--- src/rpn_pkg.sv ---
// ----------------------------------------------------------------------------
// RPN evaluator package
// Character codes, status codes and control types shared by the evaluator.
// ----------------------------------------------------------------------------
package rpn_pkg;

  localparam logic [7:0] CH_ZERO  = 8'h30;
  localparam logic [7:0] CH_NINE  = 8'h39;
  localparam logic [7:0] CH_MUL   = 8'h2A;
  localparam logic [7:0] CH_ADD   = 8'h2B;
  localparam logic [7:0] CH_SUB   = 8'h2D;
  localparam logic [7:0] CH_DIV   = 8'h2F;
  localparam logic [7:0] CH_EQ    = 8'h3D;
  localparam logic [7:0] CH_SPACE = 8'h20;
  localparam logic [7:0] CH_TAB   = 8'h09;
  localparam logic [7:0] CH_CR    = 8'h0D;

  typedef enum logic [2:0] {
    ST_OK        = 3'd0,
    ST_OVERFLOW  = 3'd1,
    ST_UNDERFLOW = 3'd2,
    ST_DIVZERO   = 3'd3,
    ST_INVALID   = 3'd4,
    ST_EMPTY     = 3'd5
  } status_e;

  // load from the neighbor nearer the top, or from the deeper neighbor
  typedef struct packed {
    logic push;
    logic pull;
  } cell_ctl_t;

  function automatic logic is_blank(input logic [7:0] c);
    is_blank = (c == CH_SPACE) || ((c >= CH_TAB) && (c <= CH_CR));
  endfunction

endpackage

--- src/rpn_cell.sv ---
// ----------------------------------------------------------------------------
// RPN stack cell
// One stack entry; shifts toward the bottom on push, toward the top on pull.
// ----------------------------------------------------------------------------
module rpn_cell #(
  parameter int unsigned DATA_WIDTH = 32
) (
  input  logic                  clk_i,
  input  rpn_pkg::cell_ctl_t    ctl_i,
  input  logic [DATA_WIDTH-1:0] up_i,
  input  logic [DATA_WIDTH-1:0] down_i,
  output logic [DATA_WIDTH-1:0] data_o
);

  logic [DATA_WIDTH-1:0] data_q, data_d;

  always_comb begin
    data_d = data_q;
    if (ctl_i.push) begin
      data_d = up_i;
    end else if (ctl_i.pull) begin
      data_d = down_i;
    end
  end

  always_ff @(posedge clk_i) begin
    data_q <= data_d;
  end

  assign data_o = data_q;

endmodule

--- src/rpn_alu.sv ---
// ----------------------------------------------------------------------------
// RPN iterative arithmetic unit
// Shift-add multiply and restoring signed divide, one bit per cycle.
// ----------------------------------------------------------------------------
module rpn_alu #(
  parameter int unsigned DATA_WIDTH = 32
) (
  input  logic                  clk_i,
  input  logic                  rst_ni,
  input  logic                  start_i,
  input  logic                  div_i,
  input  logic [DATA_WIDTH-1:0] a_i,
  input  logic [DATA_WIDTH-1:0] b_i,
  output logic                  done_o,
  output logic [DATA_WIDTH-1:0] result_o
);

  localparam int unsigned CntW = $clog2(DATA_WIDTH + 1);

  logic [DATA_WIDTH-1:0] acc_q, acc_d, x_q, x_d, y_q, y_d;
  logic [CntW-1:0]       cnt_q, cnt_d;
  logic                  run_q, run_d, done_q, done_d, div_q, div_d, neg_q, neg_d;
  logic [DATA_WIDTH-1:0] mag_a, mag_b, trial, diff;

  assign mag_a = a_i[DATA_WIDTH-1] ? (~a_i + 1'b1) : a_i;
  assign mag_b = b_i[DATA_WIDTH-1] ? (~b_i + 1'b1) : b_i;
  assign trial = {acc_q[DATA_WIDTH-2:0], x_q[DATA_WIDTH-1]};
  assign diff  = trial - y_q;

  always_comb begin
    acc_d  = acc_q;
    x_d    = x_q;
    y_d    = y_q;
    cnt_d  = cnt_q;
    run_d  = run_q;
    div_d  = div_q;
    neg_d  = neg_q;
    done_d = 1'b0;
    if (start_i) begin
      acc_d = '0;
      div_d = div_i;
      neg_d = a_i[DATA_WIDTH-1] ^ b_i[DATA_WIDTH-1];
      x_d   = div_i ? mag_a : b_i;
      y_d   = div_i ? mag_b : a_i;
      cnt_d = CntW'(DATA_WIDTH);
      run_d = 1'b1;
    end else if (run_q) begin
      if (div_q) begin
        if (trial >= y_q) begin
          acc_d = diff;
          x_d   = {x_q[DATA_WIDTH-2:0], 1'b1};
        end else begin
          acc_d = trial;
          x_d   = {x_q[DATA_WIDTH-2:0], 1'b0};
        end
      end else begin
        if (x_q[0]) begin
          acc_d = acc_q + y_q;
        end
        x_d = {1'b0, x_q[DATA_WIDTH-1:1]};
        y_d = {y_q[DATA_WIDTH-2:0], 1'b0};
      end
      cnt_d = cnt_q - 1'b1;
      if (cnt_q == CntW'(1)) begin
        run_d  = 1'b0;
        done_d = 1'b1;
      end
    end
  end

  always_ff @(posedge clk_i or negedge rst_ni) begin
    if (!rst_ni) begin
      run_q  <= 1'b0;
      done_q <= 1'b0;
      cnt_q  <= '0;
    end else begin
      run_q  <= run_d;
      done_q <= done_d;
      cnt_q  <= cnt_d;
    end
  end

  always_ff @(posedge clk_i) begin
    acc_q <= acc_d;
    x_q   <= x_d;
    y_q   <= y_d;
    div_q <= div_d;
    neg_q <= neg_d;
  end

  assign done_o   = done_q;
  assign result_o = div_q ? (neg_q ? (~x_q + 1'b1) : x_q) : acc_q;

endmodule

--- src/rpn_expression_evaluator.sv ---
// ----------------------------------------------------------------------------
// RPN expression evaluator
// Reverse Polish calculator over ASCII characters, stack held in a cell chain.
// ----------------------------------------------------------------------------
// Digits, '+', '-', blanks and errors are handled without entering the busy state.
// '*' and '/' start the bit-serial arithmetic unit and stall input until it is done.
// '=' loads the output register; its result is visible the next cycle.
// Reset clears the depth count, the error and the output valid; the stack
// cells are not cleared, only entries below the count are ever read.
module rpn_expression_evaluator #(
  parameter int unsigned STACK_DEPTH = 64,
  parameter int unsigned DATA_WIDTH  = 32
) (
  input  logic                  clk_i,
  input  logic                  rst_ni,
  input  logic                  in_valid_i,
  output logic                  in_stall_o,
  input  logic [7:0]            char_code_i,
  output logic                  out_valid_o,
  input  logic                  out_stall_i,
  output logic [DATA_WIDTH-1:0] value_o,
  output logic [2:0]            status_o
);

  localparam int unsigned CntW = $clog2(STACK_DEPTH + 1);
  localparam logic StIdle = 1'b0;
  localparam logic StBusy = 1'b1;

  logic                  state_q, state_d;
  logic [CntW-1:0]       count_q, count_d;
  rpn_pkg::status_e      err_q, err_d;
  logic [DATA_WIDTH-1:0] bottom_q, bottom_d;
  logic                  out_valid_q, out_valid_d;
  logic [DATA_WIDTH-1:0] value_q, value_d;
  rpn_pkg::status_e      status_q, status_d;

  logic                  accept, push, pull, alu_start, alu_done;
  logic [DATA_WIDTH-1:0] top_in, alu_result, digit, opa, opb;
  logic [DATA_WIDTH-1:0] cell_q [STACK_DEPTH];

  assign digit = DATA_WIDTH'(char_code_i[3:0]);
  assign opb   = cell_q[0];
  assign opa   = cell_q[1];

  assign in_stall_o = (state_q == StBusy) | (out_valid_q & out_stall_i);
  assign accept     = in_valid_i & ~in_stall_o;

  for (genvar i = 0; i < STACK_DEPTH; i++) begin : g_cell
    rpn_pkg::cell_ctl_t    ctl;
    logic [DATA_WIDTH-1:0] up, down;
    if (i == 0) begin : g_first
      assign ctl.push = push | pull;
      assign ctl.pull = 1'b0;
      assign up       = top_in;
      assign down     = cell_q[0];
    end else begin : g_rest
      assign ctl.push = push;
      assign ctl.pull = pull;
      assign up       = cell_q[i-1];
      assign down     = (i == STACK_DEPTH - 1) ? cell_q[i] : cell_q[(i + 1) % STACK_DEPTH];
    end
    rpn_cell #(.DATA_WIDTH(DATA_WIDTH)) u_cell (
      .clk_i (clk_i),
      .ctl_i (ctl),
      .up_i  (up),
      .down_i(down),
      .data_o(cell_q[i])
    );
  end

  rpn_alu #(.DATA_WIDTH(DATA_WIDTH)) u_alu (
    .clk_i   (clk_i),
    .rst_ni  (rst_ni),
    .start_i (alu_start),
    .div_i   (char_code_i == rpn_pkg::CH_DIV),
    .a_i     (opa),
    .b_i     (opb),
    .done_o  (alu_done),
    .result_o(alu_result)
  );

  always_comb begin
    state_d     = state_q;
    count_d     = count_q;
    err_d       = err_q;
    bottom_d    = bottom_q;
    out_valid_d = out_valid_q & out_stall_i;
    value_d     = value_q;
    status_d    = status_q;
    push        = 1'b0;
    pull        = 1'b0;
    alu_start   = 1'b0;
    top_in      = digit;
    if (state_q == StBusy) begin
      if (alu_done) begin
        pull    = 1'b1;
        top_in  = alu_result;
        count_d = count_q - 1'b1;
        state_d = StIdle;
        if (count_q == CntW'(2)) begin
          bottom_d = alu_result;
        end
      end
    end else if (accept && !rpn_pkg::is_blank(char_code_i)) begin
      if (char_code_i == rpn_pkg::CH_EQ) begin
        out_valid_d = 1'b1;
        if (err_q != rpn_pkg::ST_OK) begin
          value_d  = '0;
          status_d = err_q;
        end else if (count_q == '0) begin
          value_d  = '0;
          status_d = rpn_pkg::ST_EMPTY;
        end else begin
          value_d  = bottom_q;
          status_d = rpn_pkg::ST_OK;
        end
        count_d = '0;
        err_d   = rpn_pkg::ST_OK;
      end else if (err_q == rpn_pkg::ST_OK) begin
        if (char_code_i >= rpn_pkg::CH_ZERO && char_code_i <= rpn_pkg::CH_NINE) begin
          if (count_q == CntW'(STACK_DEPTH)) begin
            err_d = rpn_pkg::ST_OVERFLOW;
          end else begin
            push    = 1'b1;
            count_d = count_q + 1'b1;
            if (count_q == '0) begin
              bottom_d = digit;
            end
          end
        end else if (char_code_i == rpn_pkg::CH_ADD || char_code_i == rpn_pkg::CH_SUB ||
                     char_code_i == rpn_pkg::CH_MUL || char_code_i == rpn_pkg::CH_DIV) begin
          if (count_q < CntW'(2)) begin
            err_d = rpn_pkg::ST_UNDERFLOW;
          end else if (char_code_i == rpn_pkg::CH_DIV && opb == '0) begin
            err_d = rpn_pkg::ST_DIVZERO;
          end else if (char_code_i == rpn_pkg::CH_ADD || char_code_i == rpn_pkg::CH_SUB) begin
            pull    = 1'b1;
            top_in  = (char_code_i == rpn_pkg::CH_ADD) ? (opa + opb) : (opa - opb);
            count_d = count_q - 1'b1;
            if (count_q == CntW'(2)) begin
              bottom_d = top_in;
            end
          end else begin
            alu_start = 1'b1;
            state_d   = StBusy;
          end
        end else begin
          err_d = rpn_pkg::ST_INVALID;
        end
      end
    end
  end

  always_ff @(posedge clk_i or negedge rst_ni) begin
    if (!rst_ni) begin
      state_q     <= StIdle;
      count_q     <= '0;
      err_q       <= rpn_pkg::ST_OK;
      out_valid_q <= 1'b0;
    end else begin
      state_q     <= state_d;
      count_q     <= count_d;
      err_q       <= err_d;
      out_valid_q <= out_valid_d;
    end
  end

  always_ff @(posedge clk_i) begin
    bottom_q <= bottom_d;
    value_q  <= value_d;
    status_q <= status_d;
  end

  assign out_valid_o = out_valid_q;
  assign value_o     = value_q;
  assign status_o    = status_q;

  a_busy_stalls: assert property (@(posedge clk_i) disable iff (!rst_ni)
    (state_q == StBusy) |-> in_stall_o) else $error("request taken while busy");

  a_done_busy: assert property (@(posedge clk_i) disable iff (!rst_ni)
    alu_done |-> (state_q == StBusy)) else $error("arithmetic done outside busy");

  a_depth: assert property (@(posedge clk_i) disable iff (!rst_ni)
    count_q <= CntW'(STACK_DEPTH)) else $error("stack count beyond depth");

  a_err_value: assert property (@(posedge clk_i) disable iff (!rst_ni)
    (out_valid_o && status_o != rpn_pkg::ST_OK) |-> (value_o == '0))
    else $error("nonzero value with error status");

endmodule
--- config.mk ---
export PLATFORM = sky130hd
export DESIGN_NAME = rpn_expression_evaluator
export DESIGN_NICKNAME = d
export VERILOG_FILES = /design/src/rpn_pkg.sv /design/src/rpn_cell.sv /design/src/rpn_alu.sv /design/src/rpn_expression_evaluator.sv
export SDC_FILE = /design/constraint.sdc
export NUM_CORES = 2
export LEC_CHECK = 0
export ABC_AREA = 0
export ABC_CLOCK_PERIOD_IN_PS = 111400
export BUFFER_PORTS_ARGS = -buffer_cell sky130_fd_sc_hd__buf_4
export CAP_MARGIN = 30
export CORE_ASPECT_RATIO = 0.75
export CORE_MARGIN = 3
export CORE_UTILIZATION = 50
export CTS_CLUSTER_DIAMETER = 50
export DETAILED_ROUTE_END_ITERATION = 10
export PLACE_DENSITY = 0.61
export SLEW_MARGIN = 10
export SYNTH_ARGS = -nofsm -noshare
export SYNTH_HDL_FRONTEND = slang
export SYNTH_SLANG_ARGS = --single-unit
export TNS_END_PERCENT = 20
--- constraint.sdc ---
create_clock -name clk_i -period 111.4 [get_ports clk_i]
set_input_delay 5.57 -clock clk_i [delete_from_list [all_inputs] [get_ports clk_i]]
set_output_delay 5.57 -clock clk_i [all_outputs]
set_load 0.02 [all_outputs]
# Word level (Yosys, flattened, before mapping)
# Cells that the tools add are included.
# totals
wordCells	382
out_inout_bits	37
in_bits	12
reg_bits	2233
# op_classes
n_reduce_logical	32
add_sub_neg	10
eq_ne	22
muxes	223
bitwise_logic	10
magnitude_cmp	6
# ops
operator	n
2-to-1 mux 32 bit	164
adder 32 x 1 -> 32 bit, second input constant	3
NOT 32 bit	3
2-to-1 mux 7 bit	11
adder 32 bit	2
subtractor 32 bit	2
equality test 8 x 6 -> 1 bit, second input constant	6
2-to-1 mux 1 bit	37
>= comparator 32 bit	1
zero test 32 bit	1
2-to-1 mux 3 bit	9
nonzero test 2 bit	7
2-to-1 mux 6 bit	2
!= test 3 bit, second input constant	4
!= test 4 bit, second input constant	3
AND reduction 12 bit	1
nonzero test 3 bit	4
>= comparator 8 x 4 -> 1 bit, second input constant	1
>= comparator 8 x 6 -> 1 bit, second input constant	1
less-or-equal comparator 8 x 4 -> 1 bit, second input constant	1
less-or-equal comparator 8 x 6 -> 1 bit, second input constant	1
AND reduction 8 bit	1
nonzero test 4 bit	2
adder 7 x 1 -> 7 bit, second input constant	1
23 further kinds	35

# Depth between registers and ports, before layout
# depth
word_depth	13
ltp_mapped	19
depth_no_buf	18

# Hierarchy
# From an unflattened synthesis, not the netlist that was laid out.
# unflattened
hier_cells	6538
hier_area_um2	114026.9
# modules_own_cells
mod	seq_area_each_um2	instances	cells_per_inst	area_each_um2
rpn_cell	960.9	64	69	1507.7
rpn_alu	2822.7	1	1418	11105.7
rpn_expression_evaluator	2312.2	1	704	6428.7

# Worst setup path after synthesis
# No wires, ideal clock.
# synth_timing
path_type	input -> register
start	input port char_code_i[2]
end	register count_q[0]
required_time_ns	111.064
stages	9
t_arrival_ns	98.434
setup_ns	0.336
n_path_buf	2
slack_ns	12.629
path_cell_list	clkbuf_1 o21ai_0 and3_1 clkbuf_1 nand2_1 a21oi_1 o21ai_0 nor2_1 mux2_2
# synth_via
elab_chain_len	7
word_cells_on_any_way	32
classes_between	4 x order compare; 9 x eq/ne; 5 x mux; 14 x reduce/logical
# synth_rtl
item	line_no	rtl
from (decl)	rpn_expression_evaluator.sv:18	input logic [7:0] char_code_i,
>= comparator 8 x 6 -> 1 bit (tied with other cells)	rpn_expression_evaluator.sv:120	if (char_code_i >= rpn_pkg::CH_ZERO && char_code_i <= rpn_pkg::CH_NINE) begin
logical AND 1 bit, on equally long branches	rpn_expression_evaluator.sv:120, rpn_pkg.sv:34	
2-to-1 mux 7 bit or logical OR 1 bit (tied branches)	rpn_expression_evaluator.sv:120, rpn_pkg.sv:34	
2-to-1 mux 7 bit or zero test 1 bit (tied branches)	rpn_expression_evaluator.sv:119, rpn_expression_evaluator.sv:104	
2-to-1 mux 7 bit or logical AND 1 bit (tied branches)	rpn_expression_evaluator.sv:105, rpn_expression_evaluator.sv:104	
2-to-1 mux 7 bit or nonzero test 2 bit (tied branches)	-	
2-to-1 mux 7 bit or AND reduction 8 bit (tied branches)	-	
to (signal assigned)	rpn_expression_evaluator.sv:162	count_q <= count_d;
to (decl)	rpn_expression_evaluator.sv:30	logic [CntW-1:0] count_q, count_d;
# Several ways; a longest one is shown, not always the timed one. The select of a mux whose other input is x is not followed.
# A chain may end at the register's enable or synchronous reset.

# Worst setup path after layout
# layout_timing
start	input port out_stall_i
end	output port in_stall_o
# layout_via
elab_chain_len	2
# layout_rtl
item	line_no	rtl
from (decl)	rpn_expression_evaluator.sv:20	input logic out_stall_i,
bitwise AND 1 bit	rpn_expression_evaluator.sv:45	assign in_stall_o = (state_q == StBusy) | (out_valid_q & out_stall_i);
OR 1 bit	rpn_expression_evaluator.sv:45	
to (decl)	rpn_expression_evaluator.sv:17	output logic in_stall_o,
# Every way passes these cells.

==> results.yml <==
timing:
  worst_slack_ns: 99.72
  tightest_slew_ns: 1.23
  fin_skew_ns: 0.0458
  drv_slew: 0
  max_freq_mhz: 85.7
  final-hold-violation-count: 0
  fin_crit_ns: 11.68
  final.setup.tns_ns: 0
  rsz0062_at_grt: "false"
  period_share_pct: 10.5
  relSlewSlack_pct: 18.3
  finalSetupViolCount: 0
clock_tree:
  clock_path_buffers: 4
  clkTransAtPathRegs_ns: 0.06
  cts_htree_levels: 4
  clk-insertion-delay-late_ns: 0.85
  cts_tree: "yes"
  cts_buffers: 230
  post_cts_resized: 0
  cts_setup_buffers: 0
  root_buffer: "clkbuf_16"
  ctsHoldBuffers: 0
  cts_num_sinks: 2233
floorplanning:
  core_um2: 204000
  rows: 143
  io_pins: 49
  dieHeight_um: 399
  die_w_um: 530
  floorplan.initialDensity_pct: 50.6
  die-area_um2: 211000
detailed_routing:
  drc: 0
  postRouteAntennaNets: 0
  drtPass1Iterations: 5
  num_vias: 69756
  wirelength_um: 207000
  drt_iter0_drc: 6984
  viasPerCell: 5.27
  wl_per_cell_um: 15.7
placed_design:
  routabilityCongestion: 0.905
  dpl.hpwl_um: 125000
  post-place-ws_ns: 98.84
  numPortBuffers: 48
  placed_cells: 12815
power:
  p_leak_uw: 0.0463
  ir_worst_vdd_mv: 0.0133
  powerDensity_nw_per_um2: 19.0
cells_and_area:
  diodes: 0
  syn_to_final_growth_pct: 9.57
  drive_gt1_share_pct: 4.76
  final_cells: 13237
  fin_nets: 10502
  multi_input_comb_area_um2: 33900
  nFillCells: 18016
  final-seq-area_um2: 66600
synthesis:
  synth_edf_count: 2181
  yosysSeqAreaShare_pct: 64.7
  synth_area_per_cell_um2: 9.73
  synthSimpleGateAreaFrac_pct: 24.7
  synth_xor_area_share_pct: 1.62
  synthCells: 10579
  yosys.area_share.adder_pct: 1.40
  synth_fp_nets: 10704
  syn_area_um2: 103000
  ys_types: 78
  synth.ff_latch_count: 2233
  async_reset_ff_share_pct: 0.896
  ys_warn_count: 0
  synth_compound_area_share_pct: 4.57
  ys.flop_type: "edfxtp_1"
  synthMuxAreaShare_pct: 0.538
  synth_top_family_by_area: "simple AND/OR/NAND/NOR gates"
global_routing:
  grt_pass1_vias: 65375
  grt_max_degree: 247
  grt_overflow: 0
  grt_usage_pct: 19.2
  antenna_found_initial: 7
  grt_pass1_wl_um: 342000
flow_run:
  max-cap-violations: 0
run_status:
  status: "completed"
setup_path:
  critPathKind: "in2out"
  worstPathRequired_ns: 105.83
  rrSetupSlack_ns: 104.49
  crit_arrival_ns: 6.11
  start_kind: "input port"
  critPathMaxFanout: 3
  end_kind: "output port"
min_path:
  hold_class: "reg2reg"
[layout make-up]
cell class	count	share of cell area, %
clock inverters	133	0.913
clock buffers	277	5.32
inverters	73	0.250
multi-input cells	7688	30.0
repair buffers	151	1.46
well taps	2682	2.97
flip-flops and latches	2233	59.1
[sequential cells by signal, indices dropped and copies added, names as in the netlist, 3 cells and up]
register              flops
value_o                  32
count_q                   7
err_q                     3
u_alu.x_q                32
status_o                  3
bottom_q                 32
g_cell.u_cell.data_o   2048
u_alu.acc_q              32
u_alu.y_q                32
u_alu.cnt_q               6
[where the power goes]
part / internal (uW) / total (uW) / switching [uW] / leakage [uW]
sequential: 1010 / 1060 / 50.8 / 0.0203
clock: 412 / 730 / 318 / 0.00344
combinational: 128 / 351 / 222 / 0.0225
total: 1550 / 2140 / 591 / 0.0463
[cell usage in the layout, fill, tap and decap left out, drive strengths merged, types with 12 or more instances in the layout]
cell type     n
a211oi       46
a21o         48
a21oi       185
a22o         41
a31oi        14
and2         43
and3         16
buf         151
bufinv       13
clkbuf      277
clkinv      102
dfrtp        20
dfxtp        32
edfxtp     2181
ha          110
inv          83
mux2i        52
nand2      6164
nand2b       27
nand3        33
nand4        20
nor2        151
nor2b        20
nor3         37
o211ai       61
o21a         15
o21ai       191
o21bai       16
o22ai        12
o31ai        43
o41ai        17
or3          35
or4          17
xnor2        82
xor2        109
[final timing paths]
kind	startpoint	to	depth (start not counted)
max	out_stall_i	in_stall_o	4
min	g_cell[62].u_cell.data_o[18]$_DFFE_PP_	g_cell[63].u_cell.data_o[18]$_DFFE_PP_	0
max reg2reg	state_q$_DFF_PN0_	g_cell[30].u_cell.data_o[17]$_DFFE_PP_	13
min reg2reg	g_cell[62].u_cell.data_o[18]$_DFFE_PP_	g_cell[63].u_cell.data_o[18]$_DFFE_PP_	0
max in group asynchronous	rst_ni	u_alu.cnt_q[4]$_DFFE_PN0P_	1
min in group asynchronous	rst_ni	count_q[3]$_DFFE_PN0P_	1
[critical path, cell delays in order]
cell,delay [ns]
buf_4,0.11
a21oi_1,0.20
inv_1,0.06
buf_4,0.16
[cell families after synthesis]
group | after synthesis
and+or+nand+nor | 6592
muxes | 55
xor gates and xnor gates | 191
adders and majority gates | 113
AOI/OAI and AO/OA | 737
buffers and inverters | 658
DFF | 2233
[synth_stat cells (4+ instances only)]
cell	count	area share, %
a211oi_1	45	0.33
a21oi_1	185	0.90
o21bai_1	16	0.12
dfxtp_1	32	0.62
o221ai_1	7	0.060
and3_1	16	0.097
nand2_1	6164	22
o211ai_1	61	0.44
or3_1	33	0.20
buf_2	8	0.039
nand4_1	20	0.12
inv_1	71	0.26
nor4_1	8	0.049
buf_6	4	0.044
dfrtp_1	20	0.49
nor3_1	37	0.18
o21a_1	15	0.11
and2_1	43	0.26
o31a_1	5	0.043
or4_1	15	0.11
or2_2	7	0.043
o31ai_1	43	0.31
a211o_1	4	0.034
nand2b_1	27	0.16
a31oi_1	14	0.085
buf_1	8	0.029
o22ai_1	12	0.073
o41ai_1	17	0.14
ha_1	110	1.3
xnor2_1	82	0.70
mux2i_1	52	0.51
a21o_1	48	0.35
edfxtp_1	2181	64
nand3_1	33	0.16
a22o_1	41	0.35
o21ai_0	189	0.92
nor2_1	151	0.55
clkbuf_1	562	2.0
nor2b_1	20	0.12
xor2_1	109	0.93
[metal layers]
layer / track usage (%) / vias up / routed length (um)
li1: - / 34716 / -
met1: 30.8 / 33210 / 105000
met2: 27.0 / 1549 / 86600
met3: 3.22 / 277 / 11800
met4: 4.43 / 4 / 4070
met5: 0 / - / 21
[through the flow]
step	hold WS (ns)	power [uW]	util (%)	instance area [um^2]
floorplan	0.426	1540	-	103000
global placement	0.429	1420	51.7	105000
detailed placement	0.434	1420	51.8	105000
CTS	0.449	2160	55.3	113000
global route	0.455	2250	55.4	113000
finish	0.447	2140	55.4	113000
Note: power is estimated with default switching activity, not from simulation.
